File: src/vdc_pkg.sv
// vdc_pkg: types, widths and codes for the vector distance / cosine block
// used by every module under src
`timescale 1ns / 1ps
package vdc_pkg;

  localparam int COORD_BITS       = 16;
  localparam int COSINE_FRAC_BITS = 14;
  localparam int MAG_EXTRA        = 15;
  localparam int FIFO_DEPTH       = 2;

  localparam int DIST_W  = 17;
  localparam int COS_W   = 16;
  localparam int DIFF_W  = COORD_BITS + 1;
  localparam int SUM_W   = 2 * DIFF_W;
  localparam int MAG_W   = 2 * COORD_BITS;
  localparam int DOT_W   = 2 * COORD_BITS + 1;
  localparam int NUM_W   = 2 * COORD_BITS;
  localparam int SQ_IN_W = MAG_W + 2 * MAG_EXTRA;
  localparam int ROOT_W  = SQ_IN_W / 2;
  localparam int DEN_W   = 2 * ROOT_W;
  localparam int REM_W   = DEN_W + 2;
  localparam int Q_W     = COSINE_FRAC_BITS + 1;

  localparam logic [DIST_W-1:0] DIST_MAX = {DIST_W{1'b1}};
  localparam logic [Q_W-1:0]    COS_CAP  = Q_W'(1) << COSINE_FRAC_BITS;

  typedef enum logic [1:0] {
    ST_OK       = 2'd0,
    ST_NO_COS   = 2'd1,
    ST_ZERO_MAG = 2'd2
  } status_e;

  typedef struct packed {
    logic                         action;
    logic signed [COORD_BITS-1:0] first_x;
    logic signed [COORD_BITS-1:0] first_y;
    logic signed [COORD_BITS-1:0] first_z;
    logic signed [COORD_BITS-1:0] second_x;
    logic signed [COORD_BITS-1:0] second_y;
    logic signed [COORD_BITS-1:0] second_z;
  } in_item_t;

  typedef struct packed {
    logic [DIST_W-1:0]       distance;
    logic signed [COS_W-1:0] cosine;
    status_e                 status;
  } out_item_t;

  // classified item handed from front to back
  typedef struct packed {
    logic                    three_d;
    logic [SUM_W-1:0]        sum;
    logic [MAG_W-1:0]        m1;
    logic [MAG_W-1:0]        m2;
    logic signed [DOT_W-1:0] dot;
  } front_item_t;

  typedef struct packed {
    logic             three_d;
    logic             zero;
    logic             neg;
    logic [NUM_W-1:0] num;
  } sq_side_t;

  typedef struct packed {
    logic              three_d;
    logic              zero;
    logic              neg;
    logic [DIST_W-1:0] euclid;
  } div_side_t;

endpackage

File: src/vdc_fifo.sv
// vdc_fifo: short register queue between front and back
// depends on vdc_pkg
`timescale 1ns / 1ps
module vdc_fifo import vdc_pkg::*; #(
  parameter int DEPTH = FIFO_DEPTH
) (
  input  logic        clk_i,
  input  logic        rst_ni,
  input  logic        push_i,
  input  front_item_t data_i,
  output logic        full_o,
  input  logic        pop_i,
  output logic        empty_o,
  output front_item_t data_o
);

  localparam int PTR_W = (DEPTH > 1) ? $clog2(DEPTH) : 1;
  localparam int CNT_W = $clog2(DEPTH + 1);

  front_item_t        mem_q [DEPTH];
  logic [PTR_W-1:0]   wr_q, wr_d, rd_q, rd_d;
  logic [CNT_W-1:0]   cnt_q, cnt_d;

  assign full_o  = cnt_q == CNT_W'(DEPTH);
  assign empty_o = cnt_q == '0;
  assign data_o  = mem_q[rd_q];

  always_comb begin
    wr_d  = wr_q;
    rd_d  = rd_q;
    cnt_d = cnt_q;
    if (push_i) begin
      wr_d = (wr_q == PTR_W'(DEPTH - 1)) ? '0 : wr_q + 1'b1;
    end
    if (pop_i) begin
      rd_d = (rd_q == PTR_W'(DEPTH - 1)) ? '0 : rd_q + 1'b1;
    end
    if (push_i && !pop_i) begin
      cnt_d = cnt_q + 1'b1;
    end else if (pop_i && !push_i) begin
      cnt_d = cnt_q - 1'b1;
    end
  end

  always_ff @(posedge clk_i or negedge rst_ni) begin
    if (!rst_ni) begin
      wr_q  <= '0;
      rd_q  <= '0;
      cnt_q <= '0;
    end else begin
      wr_q  <= wr_d;
      rd_q  <= rd_d;
      cnt_q <= cnt_d;
    end
  end

  always_ff @(posedge clk_i) begin
    if (push_i) begin
      mem_q[wr_q] <= data_i;
    end
  end

endmodule

File: config.mk
export PLATFORM = sky130hd
export DESIGN_NAME = vdc_fifo
export DESIGN_NICKNAME = d
export VERILOG_FILES = /design/src/vdc_pkg.sv /design/src/vdc_fifo.sv
export SDC_FILE = /design/constraint.sdc
export NUM_CORES = 1
export LEC_CHECK = 0
export ABC_AREA = 1
export BUFFER_PORTS_ARGS = -buffer_cell sky130_fd_sc_hd__buf_4
export CAP_MARGIN = 25
export CELL_PAD_IN_SITES_DETAIL_PLACEMENT = 0
export CELL_PAD_IN_SITES_GLOBAL_PLACEMENT = 1
export CORE_MARGIN = 2
export CORE_UTILIZATION = 44
export CTS_CLUSTER_DIAMETER = 120
export DETAILED_ROUTE_END_ITERATION = 10
export PLACE_DENSITY_LB_ADDON = 0.1
export SETUP_SLACK_MARGIN = 0.5
export SLEW_MARGIN = 5
export SYNTH_ARGS = -nofsm -noshare
export SYNTH_HDL_FRONTEND = slang
export SYNTH_SLANG_ARGS = --single-unit
File: constraint.sdc
create_clock -name clk_i -period 8.7 [get_ports clk_i]
set_input_delay 1.74 -clock clk_i [delete_from_list [all_inputs] [get_ports clk_i]]
set_output_delay 1.74 -clock clk_i [all_outputs]
set_load 0.03 [all_outputs]
Word level (Yosys, flattened, before mapping)
Memories as Yosys holds them, arrays and structs flattened. Index checks and enable logic that the tools add are counted.

Register bits after elaboration: 4. Bits in latches: 0. RAM bits: 264. Memory bits (read-only): 0. Input port bits: 136. Output and inout bits: 134. Logic and storage cells: 21. Memories: 1.

$add $sub $neg: 4. Multiply operators: 0. Div/mod/pow operators: 0. Order comparisons: 0. Equality and inequality tests: 1. Shift operators: 0. Muxes and demuxes: 6. Bitwise logic cells: 0. Reduce and logical (&&, ||, !) cells: 6.

Memory list: mem_q (depth 2, bits a word 132, read ports 1, clocked after Yosys merged registers in 0, write ports 1, RTL line vdc_fifo.sv:20) `front_item_t mem_q [DEPTH];`.

Operators by type and width (number): $mux W1 (4); $mux W2 (2); $add A1 B1 Y1 const B (2); $add A2 B1 Y2 const B (1); $eq A2 B2 Y1 const B (1); $logic_and A1 B1 Y1 (2); $logic_not A1 Y1 (2); $logic_not A2 Y1 (1); $reduce_bool A2 Y1 (1); $sub A2 B1 Y2 const B (1).

Longest topological paths before layout
Gate-level depths: netlist of run 1.

Depth in word-level cells: 4. Depth in mapped cells: 7. Mapped depth without buffers: 7.

Least setup slack after synthesis of run 1
OpenSTA, ideal clock, no wires.

Kind: input to register. From: input push_i. To: memory mem_q[0][0] (netlist bit), enable pin. Library setup time: 0.628 ns. Data arrival time: 7.301 ns. Data required time: 8.072 ns. Path slack: 0.771 ns. Stages: 2. Path buffers: 0. Path through: inv_1 > nor2_1.

Longest elaborated chain between the ends: 2.

RTL lines: start: declaration (RTL line vdc_fifo.sv:9) `input logic push_i,`; $mux W1 (RTL line vdc_fifo.sv:58) `if (push_i) begin`; $mux W1 (not written as such) (RTL line vdc_fifo.sv:59) `mem_q[wr_q] <= data_i;`; end: declaration (RTL line vdc_fifo.sv:20).

No other way between the ends.

==> out/qor.txt, run 1 <==
Die Ht: 154.9 um
Initial antenna violation count: 0
Worst setup EP type: output port
Maximum vdd drop: 0.2411 mV
Switching Fraction: 33.38%
Slew @ Worst Pin: 0.8789 ns
Worst hold start: cnt_q[1]$_DFFE_PN0P_
Crit-path max FO: 33
TritonRoute pass-1 iters: 4
Total CTS buffers: 28
Ant. Diodes: 0
EDFF count, synth: 264
Hold/Removal Path Class: reg -> reg
Count of input and output buffers: 269
Clock latency on the worst-skew pair: 0.52 ns
Post-synthesis sequential area ratio: 80.16%
Reg-to-reg critical path startpoint: wr_q$_DFFE_PN0P_
Hold WS: 0.5232 ns
Status: finished clean
Average size of a mapped cell: 22.97 um^2
Die area: 23980 um^2
Post-route DRC violation count: 0
Internal: 3.134 mW
Die X: 154.9 um
Max-slew headroom: 41.41%
Lkg Pwr: 5.185 nW
Gate power share: 38.2%
Area Overhead vs Synth: 32.03%
Post_cts resized: 0
Gr ovfl total: 0
XOR/XNOR share of the synthesized area: 0.2624%
Worst hold stages: 2
Clock Skews: 0.004066 ns
Final Net Count: 864
Worst Path Arrival: 2.52 ns
ANT nets after route: 0
CTS H-Tree Depth: 1
Pwr dens: 355.8 nW/um^2
Post-Synthesis Cell Area: 10010 um^2
Type of origin of the critical path: flop
WL per Instance: 19.03 um
Synth Register Bits: 268
Vias in the first global route: 5303
RSZ-0062 raised after global routing: false
Compound-gate portion of the synthesized area: 0%
Critical path class: reg -> out
Distinct cell type count after synthesis: 14
Final setup vio count: 0
Hold-fix buffers at CTS: 0
YS warnings: 0
DR iter-0 viols: 246
Clock slew at reported path FFs: 0.06 ns
Final hold vios: 0
Post-Synthesis Cells: 436
R2r endpoint: mem_q[1][8]$_DFFE_PP_
Total Routed Length: 19620 um
Final Total Pwr: 4.705 mW
I/O pin count: 270
Asr flop ratio synth: 1.493%
Clock sink total: 268
Initial core utilization: 44.50%
Worst Hold End: cnt_q[1]$_DFFE_PN0P_
Clk root buf: clkbuf_16
Final worst slack: 4.437 ns
Post-DP HPWL: 12940 um
Total Routing Usage GR: 15.59%
R2r worst-path depth: 3
Max Cap Viol: 0
Max Slew Vio Count: 0
Fmax: 234.6 MHz
Global-route wire length before repair: 28770 um
Core area: 22500 um^2
Post-synthesis simple-gate area fraction: 0.4123%
Sequential share of power: 38.1%
Largest net degree at the start of global routing: 81
TNS Setup: 0 ns
Via count: 4999
Syn Nets: 573
Gp weighted congestion: 0.7214
Vias/cell: 4.849
CP required: 6.96 ns
Clock network fraction of total power: 23.7%
Net Switching: 1.571 mW
Rows: 55
Post-CTS Repair Setup Buffers: 0
FF-to-FF setup slack: 6.36 ns
Min cycle time layout: 4.263 ns
Clock buffer depth: 3
Synth Area in Adders: 0.1249%
Tcrit/Tclk final: 49.00%
Fraction of layout cells with a size suffix above 1: 60.19%
Mux contribution to synthesized area: 17.47%
Dpl ws: 4.707 ns
Synth Flop Type: edfxtp_1
CTS tree: done
Largest family of logic cells by synthesized area: multiplexers
## power groups by stage
| stage | Clock [mW] | Sequential (mW) | Combinational, mW |
|---|---|---|---|
| floorplan | 0 | 1.82 | 1.26 |
| global placement | 0 | 1.81 | 1.80 |
| detailed placement | 0 | 1.82 | 1.81 |
| CTS | 1.15 | 1.80 | 1.81 |
| global route | 1.20 | 1.81 | 1.89 |
| finish | 1.12 | 1.79 | 1.80 |
## how the worst max path moves through the flow
stage	start	endpoint	slack, ns	depth (start not counted)
floorplan	push_i	mem_q[0][0]$_DFFE_PP_	0.77	2
global placement	push_i	mem_q[0][27]$_DFFE_PP_	4.77	4
detailed placement	push_i	mem_q[0][31]$_DFFE_PP_	4.71	4
CTS	rd_q$_DFFE_PN0P_	data_o[113]	4.28	3
global route	rd_q$_DFFE_PN0P_	data_o[111]	4.30	4
finish	rd_q$_DFFE_PN0P_	data_o[111]	4.44	4
## cell usage after synthesis, types with 2 or more instances
| cell | n | area (um^2) |
|---|---|---|
| dfrtp_1 | 4 | 100.1 |
| buf_6 | 9 | 101.4 |
| nor2_1 | 3 | 11.26 |
| edfxtp_1 | 264 | 7928 |
| inv_1 | 7 | 26.28 |
| mux2_2 | 62 | 698.2 |
| xor2_1 | 2 | 17.52 |
| buf_2 | 6 | 30.03 |
| nand2_1 | 5 | 18.77 |
| mux2_4 | 70 | 1051 |
## cell families (layout without fill, tap and decap cells)
kind of cell | Yosys count | count (layout)
DFF | 268 | 268
muxes | 132 | 132
buffers and inverters | 22 | 332
and+or+nand+nor | 10 | 10
xor gates and xnor gates | 3 | 3
adders and majority gates | 1 | 1
## state kept, by name, indices dropped and copies added (netlist names)
name,count
mem_q,264
cnt_q,2
rd_q,1
wr_q,1
## metal layers
metal  vias to the layer above  track usage [%]  wire, um
li1                       2301                -         -
met1                      2486            19.77      7969
met2                       186            25.78      9592
met3                        26            5.710      1763
met4                         0            3.704       291
met5                         -                0         0
## cell usage in the layout, fill, tap and decap left out, types with 3 or more instances in the layout
cell type / Yosys / routed
edfxtp_1: 264 / 264
buf_4: 0 / 274
clkinv_2: 0 / 7
inv_1: 7 / 6
clkinv_1: 0 / 5
mux2_2: 62 / 62
mux2_4: 70 / 70
dfrtp_1: 4 / 3
clkbuf_1: 0 / 6
nand2_1: 5 / 5
clkbuf_16: 0 / 29
## metrics by stage
stage                     instances  instance area, um^2  util, %
after floorplan                 436                10010        -
after global placement          980                12310    54.72
after detailed placement        980                12310    54.72
after CTS                      1029                13180    58.55
after global routing           1031                13220    58.76
final                          1031                13220    58.76
## area by class of cell
class	count	area [um^2]
inverter	7	31.28
tap	285	356.6
clock inverter	14	113.9
fill	1689	9280
clock buffer	35	748.2
multi-input combinational	146	1837
sequential	268	8031
timing repair buffer	276	2105
## critical path: stages, from the launching register on
cell,delay (ns)
dfrtp_4,0.60
buf_4,0.52
buf_12,0.31
mux2_2,0.36
buf_4,0.17
No activity file was read; power rests on OpenSTA's default activity.
==> inputs of run 2 (changes only) <==
Settings changed: ABC_AREA 1 to 0, CORE_UTILIZATION 44 to 40.
Clock period 8.7 ns to 3.44 ns, I/O delays scaled along.
==> run 2 against run 1 <==
- final area is 0.56% higher
- via count is 1.6% lower
- clock skew is 0.013 ns higher
- sequential power grew to 2.5 times the previous value
- combinational power grew to 2.5 times the previous value
- critical endpoint is now data_o[127]
- largest power group unchanged
- highest routed layer unchanged
==> out/qor.txt, run 2 <==
Die area: 26270 um^2 (was 23980 um^2)
Asr flop ratio synth: 1.493% (unchanged)
CP peak stage delay: 0.56 ns (was 0.60 ns)
CP max stage cell: dfrtp_4 (unchanged)
Fraction of layout cells with a size suffix above 1: 60.46% (was 60.19%)
Placed insts: 1013 (was 980)
Clock slew at reported path FFs: 0.06 ns (about the same)
Synth Flop Type: edfxtp_1 (unchanged)
CP required: 2.75 ns (was 6.96 ns)
Type of origin of the critical path: flop (unchanged)
Reg-to-reg critical path startpoint: wr_q$_DFFE_PN0P_ (unchanged)
WL per Instance: 18.67 um (was 19.03 um)
Fillcell total: 1961 (was 1689)
Vias in the first global route: 5268 (was 5303)
Rows: 57 (was 55)
Worst setup EP type: output port (unchanged)
TritonRoute pass-1 iters: 4 (unchanged)
Post-Synthesis Cell Area: 9995 um^2 (was 10010 um^2)
Die Ht: 162.1 um (was 154.9 um)
Worst Path Arrival: 2.14 ns (was 2.52 ns)
ANT nets after route: 0 (unchanged)
RSZ-0062 raised after global routing: false (unchanged)
Vias/cell: 4.617 (was 4.849)
Max Slew Vio Count: 0 (unchanged)
Total CTS buffers: 29 (was 28)
Largest net degree at the start of global routing: 105 (was 81)
Initial core utilization: 40.98% (was 44.50%)
DR iter-0 viols: 215 (was 246)
Maximum vdd drop: 0.4997 mV (was 0.2411 mV)
I/O pin count: 270 (unchanged)
Dpl ws: 1.150 ns (was 4.707 ns)
Most frequent cell after synthesis: edfxtp_1 (unchanged)
Ant. Diodes: 0 (unchanged)
Worst Hold End: mem_q[0][115]$_DFFE_PP_ (was cnt_q[1]$_DFFE_PN0P_)
Post-synthesis sequential area ratio: 80.32% (was 80.16%)
Post-route DRC violation count: 0 (unchanged)
Final setup vio count: 0 (unchanged)
Fmax: 353.2 MHz
Clock sink total: 268 (unchanged)
FF-to-FF setup slack: 1.72 ns (was 6.36 ns)
Crit-path max FO: 28 (was 33)
Clock latency on the worst-skew pair: 0.53 ns (was 0.52 ns)
Syn Nets: 564 (was 573)
R2r worst-path depth: 2 (was 3)
Commonest non-fill, non-tap cell in the layout: buf_4 (unchanged)
R2r endpoint: mem_q[1][94]$_DFFE_PP_ (was mem_q[1][8]$_DFFE_PP_)
Area leader, netlist: edfxtp_1 (unchanged)
Gp weighted congestion: 0.7090 (was 0.7214)
Critical path class: reg -> out (unchanged)
Post-Synthesis Cells: 427 (was 436)
DP Area: 12410 um^2 (was 12310 um^2)
Min cycle time layout: 2.831 ns
Lkg Pwr: 5.173 nW (was 5.185 nW)
YS warnings: 0 (unchanged)
Total Routed Length: 19880 um (was 19620 um)
Clock buffer depth: 3 (unchanged)
Post-route cell area: 13300 um^2 (was 13220 um^2)
Gr busiest metal: met2 (unchanged)
Final worst slack: 0.6085 ns (was 4.437 ns)
Synth top area share: 79.32% (was 79.16%)
Via count: 4917 (was 4999)
Synth area leaders: edfxtp_1 (79%), mux2_4 (11%), mux2_2 (7.0%), buf_6 (1.0%), dfrtp_1 (1.0%) (was edfxtp_1 (79%), mux2_4 (10%), mux2_2 (7.0%), buf_6 (1.0%), dfrtp_1 (1.0%))
Hold/Removal Path Class: in -> reg (was reg -> reg)
CP Buf/Inv Count: 2 (was 3)
FF/Latch Area: 8031 um^2 (unchanged)
Count of input and output buffers: 269 (unchanged)
Global-route wire length before repair: 29500 um (was 28770 um)
Clock Skews: 0.01754 ns (was 0.004066 ns)
CTS tree: done (unchanged)
Final Net Count: 858 (was 864)
Global-route met1 utilization: 17.71% (was 19.77%)
Top delay family on crit path: buffers and inverters (unchanged)
Max-slew headroom: 55.12% (was 41.41%)
Area Overhead vs Synth: 33.04% (was 32.03%)
Largest reg by FF count: mem_q (unchanged)
Total Routing Usage GR: 14.61% (was 15.59%)
Most frequent cells in the layout: buf_4 (273), edfxtp_1 (264), mux2_4 (70), mux2_2 (62), clkbuf_16 (29) (was buf_4 (274), edfxtp_1 (264), mux2_4 (70), mux2_2 (62), clkbuf_16 (29))
Area of the multi-input gates: 1842 um^2 (was 1837 um^2)
EDFF count, synth: 264 (unchanged)
Worst-path cell chain: buf_4 -> mux2_2 -> buf_4 (was buf_4 -> buf_12 -> mux2_2 -> buf_4)
Tcrit/Tclk final: 82.31%
Core area: 24390 um^2 (was 22500 um^2)
TNS Setup: 0 ns (unchanged)
CTS H-Tree Depth: 1 (unchanged)
Initial antenna violation count: 0 (unchanged)
Gr ovfl total: 0 (unchanged)
Post_cts resized: 0 (unchanged)
Die X: 162.1 um (was 154.9 um)
Slew @ Worst Pin: 0.6732 ns (was 0.8789 ns)
Average size of a mapped cell: 23.41 um^2 (was 22.97 um^2)
Most common library cells after synthesis: edfxtp_1 (264), mux2_4 (70), mux2_2 (62) (unchanged)
Max FFs per register: 264 (unchanged)
Non-Filler Instances: 1065 (was 1031)
Worst hold start: data_i[115] (was cnt_q[1]$_DFFE_PN0P_)
Met2 GRT Util: 24.49% (was 25.78%)
Final Core Density: 54.51% (was 58.76%)
Pwr dens: 897.3 nW/um^2 (was 355.8 nW/um^2)
Synth Register Bits: 268 (unchanged)
Status: finished clean (unchanged)
Biggest regs: mem_q (264), cnt_q (2) (unchanged)
Grt met3 use: 5.746% (was 5.710%)
Worst hold stages: 1 (was 2)
Clk root buf: clkbuf_16 (unchanged)
Final hold vios: 0 (unchanged)
Max Cap Viol: 0 (unchanged)
Most frequent CP cell: buf_4 (unchanged)
Post-DP HPWL: 13380 um (was 12940 um)
Distinct cell type count after synthesis: 13 (was 14)
-- run 2: timing repair --
action / in CTS / in global routing
setup buffers: 0 / 0
endpoints found under the hold margin: 4 / 0
hold buffers: 1 / 0
-- run 2: logic make-up (layout without fill, tap and decap cells) --
family | count (synthesis) | count (layout) | synth area share, %
XOR/XNOR | 5 | 5 | 0.4381
flip-flops | 268 | 268 | 80.32
adder cells (fa/ha/maj) | 1 | 1 | 0.1252
AND/OR/NAND/NOR | 5 | 5 | 0.2629
multiplexers | 132 | 132 | 17.50
buffers and inverters | 16 | 330 | 1.352
-- run 2: layer usage --
metal	wire length, um	part of all wire, %	up-vias
li1	-	-	2283
met1	7778	39	2423
met2	9885	50	180
met3	1804	9.1	31
met4	411	2.1	0
met5	0	0	-
-- run 2: per-stage QoR --
| stage | power [mW] | hold slack [ns] |
|---|---|---|
| 2_1_floorplan | 7.724 | 0.3924 |
| 3_3_place_gp | 9.181 | 0.4742 |
| 3_5_place_dp | 9.241 | 0.4851 |
| 4_1_cts | 12.11 | 0.3084 |
| 5_1_grt | 12.44 | 0.3030 |
| 6_report | 11.93 | 0.3367 |
-- run 2: final cells by class --
cell class	instances	area share (%)
sequential	268	60.40
timing repair buffer	278	16.09
multi-input combinational	143	13.85
clock buffer	36	5.655
tap	324	3.049
clock inverter	15	0.9222
inverter	1	0.02823
-- run 2: worst max path at each step --
stage / start / end / slack (ns) / depth (start not counted)
global placement: rd_q$_DFFE_PN0P_ / data_o[124] / 1.21 / 3
global route: rd_q$_DFFE_PN0P_ / data_o[127] / 0.51 / 3
finish: rd_q$_DFFE_PN0P_ / data_o[127] / 0.61 / 3
CTS: rd_q$_DFFE_PN0P_ / data_o[127] / 0.57 / 3
detailed placement: rd_q$_DFFE_PN0P_ / data_o[120] / 1.15 / 3
floorplan: push_i / mem_q[0][0]$_DFFE_PP_ / 0.34 / 1
-- run 2: power by group --
part           total (mW)  switching, mW  internal, mW
combinational        4.57           2.64          1.93
sequential           4.53          0.190          4.34
clock                2.83           1.15          1.69
total                11.9           3.97          7.96
==> inputs of run 3 (changes only) <==
Settings changed: CORE_UTILIZATION 40 to 44.
Clock period 3.44 ns to 2.91 ns, I/O delays scaled along.
==> run 3 against run 2 <==
- first-iteration DRC count is 14% lower
- sequential share of layout area is 2.3 points lower
- final area is 3.9% higher
- largest cell class unchanged
==> out/qor.txt, run 3 (synthesis results as in run 2) <==
Status: finished clean (unchanged)
Commonest non-fill, non-tap cell in the layout: edfxtp_1 (was buf_4)
Pwr dens: 1092 nW/um^2 (was 897.3 nW/um^2)
Sequential share of power: 35.2% (was 38.0%)
Gp weighted congestion: 0.7316 (was 0.7090)
Clock network fraction of total power: 21.9% (was 23.8%)
Clock buffer depth: 3 (unchanged)
CP Buf/Inv Count: 3 (was 2)
I/O pin count: 270 (unchanged)
DR iter-0 viols: 184 (was 215)
Global-route wire length before repair: 29810 um (was 29500 um)
Final worst slack: 0.4702 ns (was 0.6085 ns)
Worst setup EP type: output port (unchanged)
Dpl ws: 0.9389 ns (was 1.150 ns)
CTS H-Tree Depth: 1 (unchanged)
Max FFs per register: 264 (unchanged)
Top delay family on crit path: flip-flops (was buffers and inverters)
Clock sink total: 268 (unchanged)
Post-route DRC violation count: 0 (unchanged)
Biggest regs: mem_q (264), cnt_q (2) (unchanged)
Die X: 154.7 um (was 162.1 um)
Gr ovfl total: 0 (unchanged)
Total Routed Length: 21510 um (was 19880 um)
Die area: 23940 um^2 (was 26270 um^2)
Area Overhead vs Synth: 38.21% (was 33.04%)
Lkg Pwr: 5.438 nW (was 5.173 nW)
Maximum vdd drop: 0.7020 mV (was 0.4997 mV)
Clk root buf: clkbuf_16 (unchanged)
Crit-path max FO: 8 (was 28)
Critical path class: reg -> out (unchanged)
Largest net degree at the start of global routing: 88 (was 105)
Min cycle time layout: 2.440 ns
Internal: 10.08 mW (was 7.957 mW)
Worst-path cell chain: buf_12 -> clkbuf_16 -> mux2_4 -> buf_6 (was buf_4 -> mux2_2 -> buf_4)
Worst Path Arrival: 1.86 ns (was 2.14 ns)
Max-slew headroom: 58.58% (was 55.12%)
Vias/cell: 4.849 (was 4.617)
CP required: 2.33 ns (was 2.75 ns)
Total Routing Usage GR: 16.51% (was 14.61%)
Clock Skews: 0.01201 ns (was 0.01754 ns)
Final hold vios: 0 (unchanged)
Max Cap Viol: 0 (unchanged)
Die Ht: 154.7 um (was 162.1 um)
TritonRoute pass-1 iters: 6 (was 4)
RSZ-0062 raised after global routing: true (was false)
Final Core Density: 61.57% (was 54.51%)
Most frequent cells in the layout: edfxtp_1 (264), buf_4 (223), mux2_4 (81), mux2_2 (51), buf_6 (50) (was buf_4 (273), edfxtp_1 (264), mux2_4 (70), mux2_2 (62), clkbuf_16 (29))
Ant. Diodes: 0 (unchanged)
Final Net Count: 872 (was 858)
Rows: 55 (was 57)
CP peak stage delay: 0.51 ns (was 0.56 ns)
Clock slew at reported path FFs: 0.06 ns (about the same)
CP max stage cell: dfrtp_4 (unchanged)
Final setup vio count: 0 (unchanged)
ANT nets after route: 0 (unchanged)
Tcrit/Tclk final: 83.84%
Post-DP HPWL: 12820 um (was 13380 um)
Slew @ Worst Pin: 0.6213 ns (was 0.6732 ns)
Count of input and output buffers: 269 (unchanged)
Initial core utilization: 44.55% (was 40.98%)
Hold WS: 0.2320 ns (was 0.3367 ns)
Core area: 22430 um^2 (was 24390 um^2)
Gate power share: 42.8% (was 38.3%)
Fmax: 409.9 MHz
Hold/Removal Path Class: in -> reg (unchanged)
Max Slew Vio Count: 0 (unchanged)
WL per Instance: 20.76 um (was 18.67 um)
Vias in the first global route: 5308 (was 5268)
CTS tree: done (unchanged)
Via count: 5024 (was 4917)
Largest reg by FF count: mem_q (unchanged)
Total CTS buffers: 28 (was 29)
Type of origin of the critical path: flop (unchanged)
Clock latency on the worst-skew pair: 0.53 ns (about the same)
Net Switching: 5.002 mW (was 3.975 mW)
Switching Fraction: 33.17% (was 33.31%)
Fraction of layout cells with a size suffix above 1: 61.12% (was 60.46%)
Initial antenna violation count: 0 (unchanged)
==> run 3: stage by stage <==
stage | cells | power [mW] | instance area (um^2) | setup TNS, ns
floorplan | 427 | 9.131 | 10000 | -11.62
global route | 1036 | 15.66 | 13810 | 0
detailed placement | 973 | 10.94 | 12380 | 0
finish | 1036 | 15.08 | 13810 | 0
CTS | 1029 | 14.72 | 13470 | 0
global placement | 973 | 10.85 | 12380 | 0
==> run 3: worst paths after layout <==
path,start,to,slack (ns),cells past startpoint
setup / recovery,rd_q$_DFFE_PN0P_,data_o[121],0.47,4
hold / removal,data_i[98],mem_q[1][98]$_DFFE_PP_,0.23,1
setup reg to reg,wr_q$_DFFE_PN0P_,mem_q[0][23]$_DFFE_PP_,1.40,2
hold reg to reg,cnt_q[1]$_DFFE_PN0P_,cnt_q[1]$_DFFE_PN0P_,0.49,1
max in group asynchronous,rst_ni,rd_q$_DFFE_PN0P_,2.41,2
min in group asynchronous,rst_ni,wr_q$_DFFE_PN0P_,0.38,2
==> run 3: power groups by stage <==
stage,registers (mW),clock network (mW),logic (mW)
2_1_floorplan,5.36,0,3.77
3_3_place_gp,5.35,0,5.50
3_5_place_dp,5.40,0,5.53
4_1_cts,5.32,3.39,6.01
5_1_grt,5.38,3.53,6.75
6_report,5.31,3.31,6.46
==> run 3: repair_timing <==
action	4_1_cts	5_1_grt
buffers inserted	4	0
endpoints found under the hold margin	4	0
pin swaps	0	0
cloned	5	7
gates resized for setup	17	53
endpoints found under the setup margin	106	132
hold buffers	1	0
==> run 3: metal layers <==
metal  vias up  track usage [%]  share of wire, %
met4         0            4.718               2.1
li1       2320                -                 -
met1      2487            19.29                38
met5         -                0                 0
met3        33            5.520               8.4
met2       184            29.12                51
==> run 3: layout make-up <==
type | instances | area, um^2
Fill cell | 1681 | 8621
Clock buffer | 36 | 752.0
Sequential cell | 268 | 8031
Multi-Input combinational cell | 143 | 1883
Tap cell | 285 | 356.6
Timing Repair Buffer | 293 | 2695
Clock inverter | 10 | 91.34
Inverter | 1 | 3.754
